`config.mk`:
```
export PLATFORM = sky130hd
export DESIGN_NAME = integer_to_grouped_decimal_text_unit_flat
export DESIGN_NICKNAME = d
export VERILOG_FILES = /design/src/igdt_pkg.sv /design/src/igdt_if.sv /design/src/igdt_bcd.sv /design/src/integer_to_grouped_decimal_text_unit.sv /design/src/flat_wrapper.sv
export VERILOG_INCLUDE_DIRS = /design/src /design/src/src
export SDC_FILE = /design/constraint.sdc
export NUM_CORES = 1
export LEC_CHECK = 0
export BUFFER_PORTS_ARGS = -buffer_cell sky130_fd_sc_hd__buf_2
export CAP_MARGIN = 20
export CORE_MARGIN = 5
export CORE_UTILIZATION = 40
export CTS_CLUSTER_SIZE = 24
export DETAILED_ROUTE_END_ITERATION = 10
export PLACE_DENSITY = 0.55
export SLEW_MARGIN = 20
export SYNTH_ARGS = -nofsm -noshare
export SYNTH_HDL_FRONTEND = slang
export SYNTH_HIERARCHICAL = 1
export SYNTH_SLANG_ARGS = --single-unit
```
`constraint.sdc`:
```
create_clock -name clock -period 5.2 [get_ports clock]
set_input_delay 1.04 -clock clock [delete_from_list [all_inputs] [get_ports clock]]
set_output_delay 1.04 -clock clock [all_outputs]
set_load 0.01 [all_outputs]
```
`src/assert_macros.svh`:
```
`ifndef ASSERT_MACROS_SVH
`define ASSERT_MACROS_SVH

// Same-cycle implication, skipped while reset is high.
`define ASSERT_IMPL(label, clk, rst, ante, cons) \
   label: assert property (@(posedge clk) disable iff (rst) (ante) |-> (cons)) \
      else $error("assertion failed");

// Next-cycle implication, skipped while reset is high.
`define ASSERT_NEXT(label, clk, rst, ante, cons) \
   label: assert property (@(posedge clk) disable iff (rst) (ante) |=> (cons)) \
      else $error("assertion failed");

`endif

```
`src/igdt_pkg.sv`:
```
package igdt_pkg;

   localparam int ValueWidth  = 32;
   localparam int DigitWidth  = 4;
   localparam int NumDigits   = 10;
   localparam int BcdWidth    = NumDigits * DigitWidth;
   localparam int CharWidth   = 7;
   localparam int MarkWidth   = 3;
   localparam int CountWidth  = $clog2(NumDigits + 1);
   localparam int ShiftWidth  = $clog2(ValueWidth);

   localparam logic [CharWidth-1:0] CharComma      = 7'h2C;
   localparam logic [CharWidth-1:0] CharSpace      = 7'h20;
   localparam logic [CharWidth-1:0] CharApostrophe = 7'h27;
   localparam logic [CharWidth-1:0] CharUnderscore = 7'h5F;
   localparam logic [CharWidth-1:0] CharTilde      = 7'h7E;
   localparam logic [CharWidth-1:0] CharQuote      = 7'h22;
   localparam logic [CharWidth-1:0] CharSlash      = 7'h2F;
   localparam logic [CharWidth-1:0] CharMinus      = 7'h2D;
   localparam logic [CharWidth-DigitWidth-1:0] CharDigitBase = 3'b011;

   localparam logic [MarkWidth-1:0] MarkReset      = 3'd1;
   localparam logic [MarkWidth-1:0] MarkSpace      = 3'd2;
   localparam logic [MarkWidth-1:0] MarkApostrophe = 3'd3;
   localparam logic [MarkWidth-1:0] MarkUnderscore = 3'd4;
   localparam logic [MarkWidth-1:0] MarkTilde      = 3'd5;
   localparam logic [MarkWidth-1:0] MarkQuote      = 3'd6;
   localparam logic [MarkWidth-1:0] MarkSlash      = 3'd7;

   typedef struct packed {
      logic                done;
      logic [BcdWidth-1:0] digits;
   } bcd_result_type;

   function automatic logic [CharWidth-1:0] mark_char(input logic [MarkWidth-1:0] sel);
      logic [CharWidth-1:0] c;
      case (sel)
         MarkSpace:      c = CharSpace;
         MarkApostrophe: c = CharApostrophe;
         MarkUnderscore: c = CharUnderscore;
         MarkTilde:      c = CharTilde;
         MarkQuote:      c = CharQuote;
         MarkSlash:      c = CharSlash;
         default:        c = CharComma;
      endcase
      return c;
   endfunction

endpackage

```
`src/igdt_if.sv`:
```
interface igdt_req_if;
   logic                                 valid;
   logic                                 ready;
   logic signed [igdt_pkg::ValueWidth-1:0] value;
   modport source (output valid, output value, input ready);
   modport sink (input valid, input value, output ready);
endinterface

interface igdt_rsp_if;
   logic                          valid;
   logic                          ready;
   logic [igdt_pkg::CharWidth-1:0] char_code;
   logic                          last_char;
   modport source (output valid, output char_code, output last_char, input ready);
   modport sink (input valid, input char_code, input last_char, output ready);
endinterface

interface igdt_csr_if;
   logic                          valid;
   logic                          ready;
   logic [igdt_pkg::MarkWidth-1:0] mark_select;
   modport source (output valid, output mark_select, input ready);
   modport sink (input valid, input mark_select, output ready);
endinterface

```
`src/igdt_bcd.sv`:
```
module igdt_bcd (
   input  logic                                 clock,
   input  logic                                 reset,
   input  logic                                 start,
   input  logic [igdt_pkg::ValueWidth-1:0]      mag,
   output igdt_pkg::bcd_result_type             result
);

   logic                                 busy_ff, busy_in;
   logic                                 done_ff, done_in;
   logic [igdt_pkg::ShiftWidth-1:0]      cnt_ff, cnt_in;
   logic [igdt_pkg::ValueWidth-1:0]      mag_ff, mag_in;
   logic [igdt_pkg::BcdWidth-1:0]        bcd_ff, bcd_in;
   logic [igdt_pkg::BcdWidth-1:0]        adj;

   // add 3 to every digit of 5 or more before the shift
   always_comb begin
      for (int d = 0; d < igdt_pkg::NumDigits; d++) begin
         if (bcd_ff[d*igdt_pkg::DigitWidth +: igdt_pkg::DigitWidth] >= 4'd5) begin
            adj[d*igdt_pkg::DigitWidth +: igdt_pkg::DigitWidth] =
               bcd_ff[d*igdt_pkg::DigitWidth +: igdt_pkg::DigitWidth] + 4'd3;
         end else begin
            adj[d*igdt_pkg::DigitWidth +: igdt_pkg::DigitWidth] =
               bcd_ff[d*igdt_pkg::DigitWidth +: igdt_pkg::DigitWidth];
         end
      end
   end

   always_comb begin
      busy_in = busy_ff;
      done_in = 1'b0;
      cnt_in  = cnt_ff;
      mag_in  = mag_ff;
      bcd_in  = bcd_ff;
      if (start) begin
         busy_in = 1'b1;
         cnt_in  = '0;
         mag_in  = mag;
         bcd_in  = '0;
      end else if (busy_ff) begin
         bcd_in = {adj[igdt_pkg::BcdWidth-2:0], mag_ff[igdt_pkg::ValueWidth-1]};
         mag_in = {mag_ff[igdt_pkg::ValueWidth-2:0], 1'b0};
         cnt_in = cnt_ff + 1'b1;
         if (&cnt_ff) begin
            busy_in = 1'b0;
            done_in = 1'b1;
         end
      end
   end

   always_ff @(posedge clock) begin
      if (reset) begin
         busy_ff <= 1'b0;
         done_ff <= 1'b0;
      end else begin
         busy_ff <= busy_in;
         done_ff <= done_in;
      end
      cnt_ff <= cnt_in;
      mag_ff <= mag_in;
      bcd_ff <= bcd_in;
   end

   assign result.done   = done_ff;
   assign result.digits = bcd_ff;

endmodule

```
`src/integer_to_grouped_decimal_text_unit.sv`:
```
// Renders one signed 32-bit value as grouped decimal ASCII text, one character per
// rsp transaction, most significant first, with last_char set on the final one. The
// magnitude is converted to BCD one bit per cycle, leading zero digits are then
// dropped one per cycle (up to 9), and characters leave at one per cycle while rsp
// is ready. A new value is accepted once the last character of the previous one
// sits in the output register. csr writes are always ready and should only be made
// while the unit is idle.
`include "assert_macros.svh"

module integer_to_grouped_decimal_text_unit (
   input logic          clock,
   input logic          reset,
   igdt_req_if.sink     req_bus,
   igdt_rsp_if.source   rsp_bus,
   igdt_csr_if.sink     csr_bus
);

   typedef enum logic [1:0] {
      ST_IDLE,
      ST_CONVERT,
      ST_TRIM,
      ST_EMIT
   } state_type;

   localparam logic [igdt_pkg::CountWidth-1:0] RemOne = igdt_pkg::CountWidth'(1);

   state_type                           state_ff, state_in;
   logic [igdt_pkg::MarkWidth-1:0]      mark_ff, mark_in;
   logic                                neg_ff, neg_in;
   logic                                neg_pend_ff, neg_pend_in;
   logic                                mark_pend_ff, mark_pend_in;
   logic [igdt_pkg::BcdWidth-1:0]       digits_ff, digits_in;
   logic [igdt_pkg::CountWidth-1:0]     rem_ff, rem_in;
   logic [1:0]                          grp_ff, grp_in;
   logic                                rsp_valid_ff, rsp_valid_in;
   logic [igdt_pkg::CharWidth-1:0]      char_ff, char_in;
   logic                                last_ff, last_in;

   logic                                req_accept;
   logic                                slot_free;
   logic [igdt_pkg::ValueWidth-1:0]     raw;
   logic [igdt_pkg::ValueWidth-1:0]     mag;
   logic [igdt_pkg::DigitWidth-1:0]     top_digit;
   logic [1:0]                          grp_dec;
   igdt_pkg::bcd_result_type            bcd_res;

   assign req_bus.ready = (state_ff == ST_IDLE);
   assign csr_bus.ready = 1'b1;
   assign req_accept    = req_bus.valid && req_bus.ready;
   assign raw           = req_bus.value;
   assign mag           = raw[igdt_pkg::ValueWidth-1] ? (~raw + 32'd1) : raw;
   assign slot_free     = !rsp_valid_ff || rsp_bus.ready;
   assign top_digit     = digits_ff[igdt_pkg::BcdWidth-1 -: igdt_pkg::DigitWidth];
   assign grp_dec       = (grp_ff == 2'd0) ? 2'd2 : grp_ff - 2'd1;

   igdt_bcd u_bcd (
      .clock  (clock),
      .reset  (reset),
      .start  (req_accept),
      .mag    (mag),
      .result (bcd_res)
   );

   always_comb begin
      state_in     = state_ff;
      mark_in      = mark_ff;
      neg_in       = neg_ff;
      neg_pend_in  = neg_pend_ff;
      mark_pend_in = mark_pend_ff;
      digits_in    = digits_ff;
      rem_in       = rem_ff;
      grp_in       = grp_ff;
      rsp_valid_in = rsp_valid_ff && !rsp_bus.ready;
      char_in      = char_ff;
      last_in      = last_ff;

      if (csr_bus.valid) begin
         mark_in = csr_bus.mark_select;
      end

      case (state_ff)
         ST_IDLE: begin
            if (req_accept) begin
               neg_in   = raw[igdt_pkg::ValueWidth-1];
               state_in = ST_CONVERT;
            end
         end
         ST_CONVERT: begin
            if (bcd_res.done) begin
               digits_in = bcd_res.digits;
               rem_in    = igdt_pkg::CountWidth'(igdt_pkg::NumDigits);
               grp_in    = 2'd0;
               state_in  = ST_TRIM;
            end
         end
         ST_TRIM: begin
            // drop one leading zero digit per cycle, keep at least one
            if (top_digit == '0 && rem_ff > RemOne) begin
               digits_in = digits_ff << igdt_pkg::DigitWidth;
               rem_in    = rem_ff - RemOne;
               grp_in    = grp_dec;
            end else begin
               neg_pend_in  = neg_ff;
               mark_pend_in = 1'b0;
               state_in     = ST_EMIT;
            end
         end
         ST_EMIT: begin
            if (slot_free) begin
               rsp_valid_in = 1'b1;
               if (neg_pend_ff) begin
                  char_in     = igdt_pkg::CharMinus;
                  last_in     = 1'b0;
                  neg_pend_in = 1'b0;
               end else if (mark_pend_ff) begin
                  char_in      = igdt_pkg::mark_char(mark_ff);
                  last_in      = 1'b0;
                  mark_pend_in = 1'b0;
               end else begin
                  char_in      = {igdt_pkg::CharDigitBase, top_digit};
                  last_in      = (rem_ff == RemOne);
                  mark_pend_in = (rem_ff > RemOne) && (grp_ff == 2'd0);
                  digits_in    = digits_ff << igdt_pkg::DigitWidth;
                  rem_in       = rem_ff - RemOne;
                  grp_in       = grp_dec;
                  if (rem_ff == RemOne) begin
                     state_in = ST_IDLE;
                  end
               end
            end
         end
         default: begin
            state_in = ST_IDLE;
         end
      endcase
   end

   always_ff @(posedge clock) begin
      if (reset) begin
         state_ff     <= ST_IDLE;
         mark_ff      <= igdt_pkg::MarkReset;
         rsp_valid_ff <= 1'b0;
         neg_pend_ff  <= 1'b0;
         mark_pend_ff <= 1'b0;
      end else begin
         state_ff     <= state_in;
         mark_ff      <= mark_in;
         rsp_valid_ff <= rsp_valid_in;
         neg_pend_ff  <= neg_pend_in;
         mark_pend_ff <= mark_pend_in;
      end
      neg_ff    <= neg_in;
      digits_ff <= digits_in;
      rem_ff    <= rem_in;
      grp_ff    <= grp_in;
      char_ff   <= char_in;
      last_ff   <= last_in;
   end

   assign rsp_bus.valid     = rsp_valid_ff;
   assign rsp_bus.char_code = char_ff;
   assign rsp_bus.last_char = last_ff;

   `ASSERT_IMPL(a_done_in_convert, clock, reset, bcd_res.done, state_ff == ST_CONVERT)
   `ASSERT_IMPL(a_emit_has_digits, clock, reset, state_ff == ST_EMIT, rem_ff != '0)
   `ASSERT_IMPL(a_mark_after_minus, clock, reset, mark_pend_ff, !neg_pend_ff)
   `ASSERT_NEXT(a_accept_starts, clock, reset, req_accept, state_ff == ST_CONVERT)

endmodule

```
`src/flat_wrapper.sv`:
```
// flat-port wrapper written by rule: the top's interface ports become plain ports
module integer_to_grouped_decimal_text_unit_flat 
  (clock, reset, req_bus_valid, req_bus_value, req_bus_ready, rsp_bus_valid, rsp_bus_char_code, rsp_bus_last_char, rsp_bus_ready, csr_bus_valid, csr_bus_mark_select, csr_bus_ready);
  igdt_req_if req_bus_i ();
  igdt_rsp_if rsp_bus_i ();
  igdt_csr_if csr_bus_i ();
  input logic clock;
  input logic reset;
  input wire logic [$bits(req_bus_i.valid)-1:0] req_bus_valid;
  input wire logic [$bits(req_bus_i.value)-1:0] req_bus_value;
  output wire logic [$bits(req_bus_i.ready)-1:0] req_bus_ready;
  output wire logic [$bits(rsp_bus_i.valid)-1:0] rsp_bus_valid;
  output wire logic [$bits(rsp_bus_i.char_code)-1:0] rsp_bus_char_code;
  output wire logic [$bits(rsp_bus_i.last_char)-1:0] rsp_bus_last_char;
  input wire logic [$bits(rsp_bus_i.ready)-1:0] rsp_bus_ready;
  input wire logic [$bits(csr_bus_i.valid)-1:0] csr_bus_valid;
  input wire logic [$bits(csr_bus_i.mark_select)-1:0] csr_bus_mark_select;
  output wire logic [$bits(csr_bus_i.ready)-1:0] csr_bus_ready;
  assign req_bus_i.valid = req_bus_valid;
  assign req_bus_i.value = req_bus_value;
  assign req_bus_ready = req_bus_i.ready;
  assign rsp_bus_valid = rsp_bus_i.valid;
  assign rsp_bus_char_code = rsp_bus_i.char_code;
  assign rsp_bus_last_char = rsp_bus_i.last_char;
  assign rsp_bus_i.ready = rsp_bus_ready;
  assign csr_bus_i.valid = csr_bus_valid;
  assign csr_bus_i.mark_select = csr_bus_mark_select;
  assign csr_bus_ready = csr_bus_i.ready;
  integer_to_grouped_decimal_text_unit u_core (.clock(clock), .reset(reset), .req_bus(req_bus_i), .rsp_bus(rsp_bus_i), .csr_bus(csr_bus_i));
endmodule
```
# == Word-level counts from Yosys, hierarchy flattened ==
# Cells that the tools add are included.
# classes
addsub,14
n_lt_le_gt_ge,11
eq_ne,18
muxes,56
bitwise,3
n_reduce_logical,23
# op_table
op,count
40-bit 2-to-1 mux,5
40-bit one-hot mux with 3 select lines,1
32-bit 2-to-1 mux,3
4-bit 2-to-1 mux,14
7-bit one-hot mux with 6 select lines,1
4-bit by 3-bit >= comparator with 1-bit output (second input constant),10
4-bit by 2-bit adder with 4-bit output (second input constant),9
32-bit by 1-bit adder with 32-bit output (second input constant),1
32-bit NOT,1
2-bit 2-to-1 mux,13
3-bit equality test (second input constant),4
1-bit 2-to-1 mux,12
4-bit one-hot mux with 3 select lines,1
2-bit inequality test (second input constant),5
2-bit one-hot mux with 4 select lines,1
7-bit AND reduction,1
3-bit by 2-bit equality test with 1-bit output (second input constant),2
2-bit by 1-bit inequality test with 1-bit output (second input constant),3
2-bit one-hot mux with 3 select lines,1
6-bit AND reduction,1
5-bit by 1-bit adder with 5-bit output (second input constant),1
5-bit 2-to-1 mux,1
5-bit AND reduction,1
2-bit equality test (second input constant),2
other kinds (21),31
# totals
ff_bits,142
input_bits,40

# == Depth between registers and ports, before layout ==
# depth
word_depth,6
ltp_mapped,7
mapped_depth_nobuf,7

# == Modules after synthesis ==
# The synthesis kept the hierarchy.
# modules_own_cells
module,instances,cells_per_inst,area_each_um2,seq_area_each_um2
igdt_bcd,1,404,4091.4,1901.8
integer_to_grouped_decimal_text_unit,1,295,3584.7,1811.7

# == Worst setup path before layout ==
# OpenSTA, ideal clock, no wires.
# synth_timing
kind,input to register
startpoint,input port rsp_bus_ready
endpoint,register u_core/digits_ff[0] (netlist bit) (enable)
setup_time_ps,465
t_arrival_ps,3718
path_slack_ps,1018
cell_stages,4
n_path_buf,0
cell_sequence,nor2b_1 o31ai_1 o21ai_0 a21oi_1
# synth_between
elab_chain_cells,3
# synth_lines
item,line,rtl
from (decl),flat_wrapper.sv:15,input wire logic [$bits(rsp_bus_i.ready)-1:0] rsp_bus_ready;
1-bit logical OR,integer_to_grouped_decimal_text_unit.sv:52,assign slot_free = !rsp_valid_ff || rsp_bus.ready;
2-bit by 1-bit inequality test with 1-bit output (no source line),n/a,
6-bit AND reduction (no source line),n/a,
to (signal assigned),integer_to_grouped_decimal_text_unit.sv:153,digits_ff <= digits_in;
to (decl),integer_to_grouped_decimal_text_unit.sv:32,"logic [igdt_pkg::BcdWidth-1:0] digits_ff, digits_in;"
# Every way passes these cells.
# A chain may end at the register's enable or synchronous reset.

# == Final worst setup path ==
# layout_timing
startpoint,input port req_bus_value[1]
endpoint,register u_core/u_bcd/mag_ff[30] (netlist bit) (data pin)
# layout_between
elab_chain_cells,4
# layout_lines
item,line,rtl
from (decl),flat_wrapper.sv:10,input wire logic [$bits(req_bus_i.value)-1:0] req_bus_value;
32-bit NOT,integer_to_grouped_decimal_text_unit.sv:51,assign mag = raw[igdt_pkg::ValueWidth-1] ? (~raw + 32'd1) : raw;
32-bit by 1-bit adder with 32-bit output,integer_to_grouped_decimal_text_unit.sv:51,
32-bit 2-to-1 mux,integer_to_grouped_decimal_text_unit.sv:51,
"named net u_core.mag, one bit",integer_to_grouped_decimal_text_unit.sv:42,logic [igdt_pkg::ValueWidth-1:0] mag;
32-bit 2-to-1 mux,igdt_bcd.sv:35,if (start) begin
"named net u_core.u_bcd.mag_in, one bit",igdt_bcd.sv:12,"logic [igdt_pkg::ValueWidth-1:0] mag_ff, mag_in;"
to (signal assigned),igdt_bcd.sv:60,mag_ff <= mag_in;
to (decl),igdt_bcd.sv:12,
# The timed path passes the listed nets, and every way through them passes these cells.

==> metrics <==
die area=0.0221 mm^2; GPL Wtd Cong=0.800; Logic pwr share=32.6%; commonest non-fill, non-tap cell in the layout=edfxtp_1; CTS buffer count=17; Max Slew Vio Count=0; Sw Share=33.3%; clock power share=25.3%; Setup violations, final=0; Nets=809; Root Driver=clkbuf_16; Synth Register Bits=142; via count of the routed design=5330; Hold Crit Class=flop to flop; CTS H-Tree Depth=4; clock skew=7.55 ps; Finished Layout Cells=1012; filler instances=1702; clk_lat worst skew=420 ps; Mapped Area=0.00768 mm^2; share of layout cells above drive strength 1=25.5%; Final Hold Fails=0; RSZ-0062 raised after global routing=false; antenna viol nets, final=0; placed cell areas=0.00814 mm^2; vias in the first global route=5482; post-detail-place hpwl=9930 um; crit end category=flop; syn_nets=769; area of the multi-input gates=0.00365 mm^2; ys async rst share=0%; CP startpoint=req_bus_value[1]; WP data arrival=2720 ps; warnings from Yosys=6; register area share after synthesis=48.4%; relative slew slack=39.1%; P_leak=3.09 nW; Ant. Diodes=0; # Post-CTS Setup Buffers=0; initial antenna violation count=0; Ports=51; commonest non-fill, non-tap cells in the layout=edfxtp_1, mux2_2, dfxtp_1, buf_2, inv_1; Reg2Reg Launch Point=u_core/digits_ff[39]; cells after synthesis=699; Seq. cell area=0.00371 mm^2; R2R depth=4; CTS Buffer Depth=2; Reg clk slew, reported paths=60 ps; Primary FF master, synth=edfxtp_1; num rows=50; DRC errors left=0; Post-CTS Resized=0; Psw=1.68 mW; PortBufs=49; WL/cell=14.7 um; f_max=391 MHz; GRT Util Overall=14.0%; Seq pwr share=42.1%; cts hold-fix bufs=0; CTS tree=done; status=finished, final reports clean; CP max FO=10; Final period util=49.1%; Power Density=577 mW/mm^2; Internal Power=3.38 mW; DP Cell Count=980; EDFF count, synth=87; Design Power=5.06 mW; Design Area, Final=0.00876 mm^2; die span in x=149 um; synth unique cells=62; Setup CP Type=primary input to flop; initial DRC count=327; Syn Area/Cell=11.0 um^2; Worst IR Drop VDD=0.000274 V; post-route setup TNS=0 ps; clk sinks=142; Worst EP required=5370 ps; Initial DRT Pass Iterations=4; Worst setup SP type=primary input; global route overflow=0; measured slew at the worst slew-check pin=901 ps; Area growth syn-to-layout=14.2%; largest net degree at the start of global routing=56; worst hold start=u_core/u_bcd/mag_ff[31]; first-pass GRT wire length=25600 um; Max Cap Viol=0; Initial Util=40.8%; minimum clock period=2560 ps; core area=0.0188 mm^2; worst hold stages=2; Die H=149 um; DR vias/cell=5.27; final wirelength=14800 um
==> metrics by stage <==
step / setup WS [ps] / hold slack [ps] / util [%]
5_1_grt: 2520 / 517 / 46.5
6_report: 2640 / 485 / 46.5
4_1_cts: 2660 / 489 / 46.5
2_1_floorplan: 1020 / 441 / -
3_5_place_dp: 2210 / 473 / 43.2
3_3_place_gp: 2250 / 459 / 43.2
==> registers in the layout, summed over array words and instances, names as in the netlist, 3 cells and up <==
signal                    cells
u_core/digits_ff             40
u_core/mark_ff                3
u_core/rsp_bus.char_code      7
u_core/u_bcd/cnt_ff           5
u_core/u_bcd/mag_ff          32
u_core/u_bcd/bcd_ff          40
u_core/rem_ff                 4
==> metal layers <==
layer	vias to the layer above	routed length [um]	global-route usage [%]
met1	2575	7000	17.3
met2	80	7200	23.8
met4	0	167	4.94
li1	2663	-	-
met5	-	0	0
met3	12	483	3.50
==> final cells by class <==
cell class / instances / area share, %
Sequential cell: 142 / 42.4
Inverter: 48 / 2.06
Timing Repair Buffer: 53 / 3.14
Clock buffer: 19 / 4.94
Tap cell: 260 / 3.71
Multi-Input combinational cell: 477 / 41.6
Clock inverter: 13 / 2.17
==> power groups by stage <==
stage          clock, mW  combinational (mW)  sequential, mW
6_report            1.28                1.65            2.13
5_1_grt             1.36                1.85            2.19
4_1_cts             1.32                1.66            2.13
3_5_place_dp           0                1.65            2.15
3_3_place_gp           0                1.58            2.14
2_1_floorplan          0                1.35            2.04
==> path summary, 6_finish.rpt <==
| kind | slack, ps | endpoint |
|---|---|---|
| worst max-delay path | 2640 | u_core/u_bcd/mag_ff[30] |
| worst min-delay path | 480 | u_core/u_bcd/bcd_ff[0] |
| worst max register to register | 2750 | u_core/digits_ff[11] |
| worst min register to register | 480 | u_core/u_bcd/bcd_ff[0] |
==> Yosys cell counts, drive strengths merged, types with 14 or more instances <==
master,instances,share of area (%)
a21oi,34,2.2
buf,23,1.6
dfxtp,55,14
edfxtp,87,34
ha,30,4.9
inv,48,2.3
mux2,67,9.8
nand2,36,1.8
nand2b,15,1.2
nand4,14,1.6
nor2,40,2.0
nor3,16,1.2
o21ai,51,3.3
xnor2,33,3.8
==> critical path: stages <==
cell     delay (ps)
buf_2           100
inv_1            90
ha_1            200
nor2b_1         270
nand4_4         250
o41ai_2         410
xnor2_1         100
mux2_2          260
==> cells by family after synthesis <==
| family | Yosys count | share of synthesized area, % |
|---|---|---|
| fa+ha+maj | 30 | 4.89 |
| buf+inv | 80 | 4.40 |
| xor+xnor | 35 | 3.99 |
| compound gates | 160 | 14.8 |
| mux | 74 | 10.7 |
| other cells | 1 | 0.0489 |
| simple gates | 177 | 12.8 |
| flops | 142 | 48.4 |
Power figures use the tool's default switching activity.
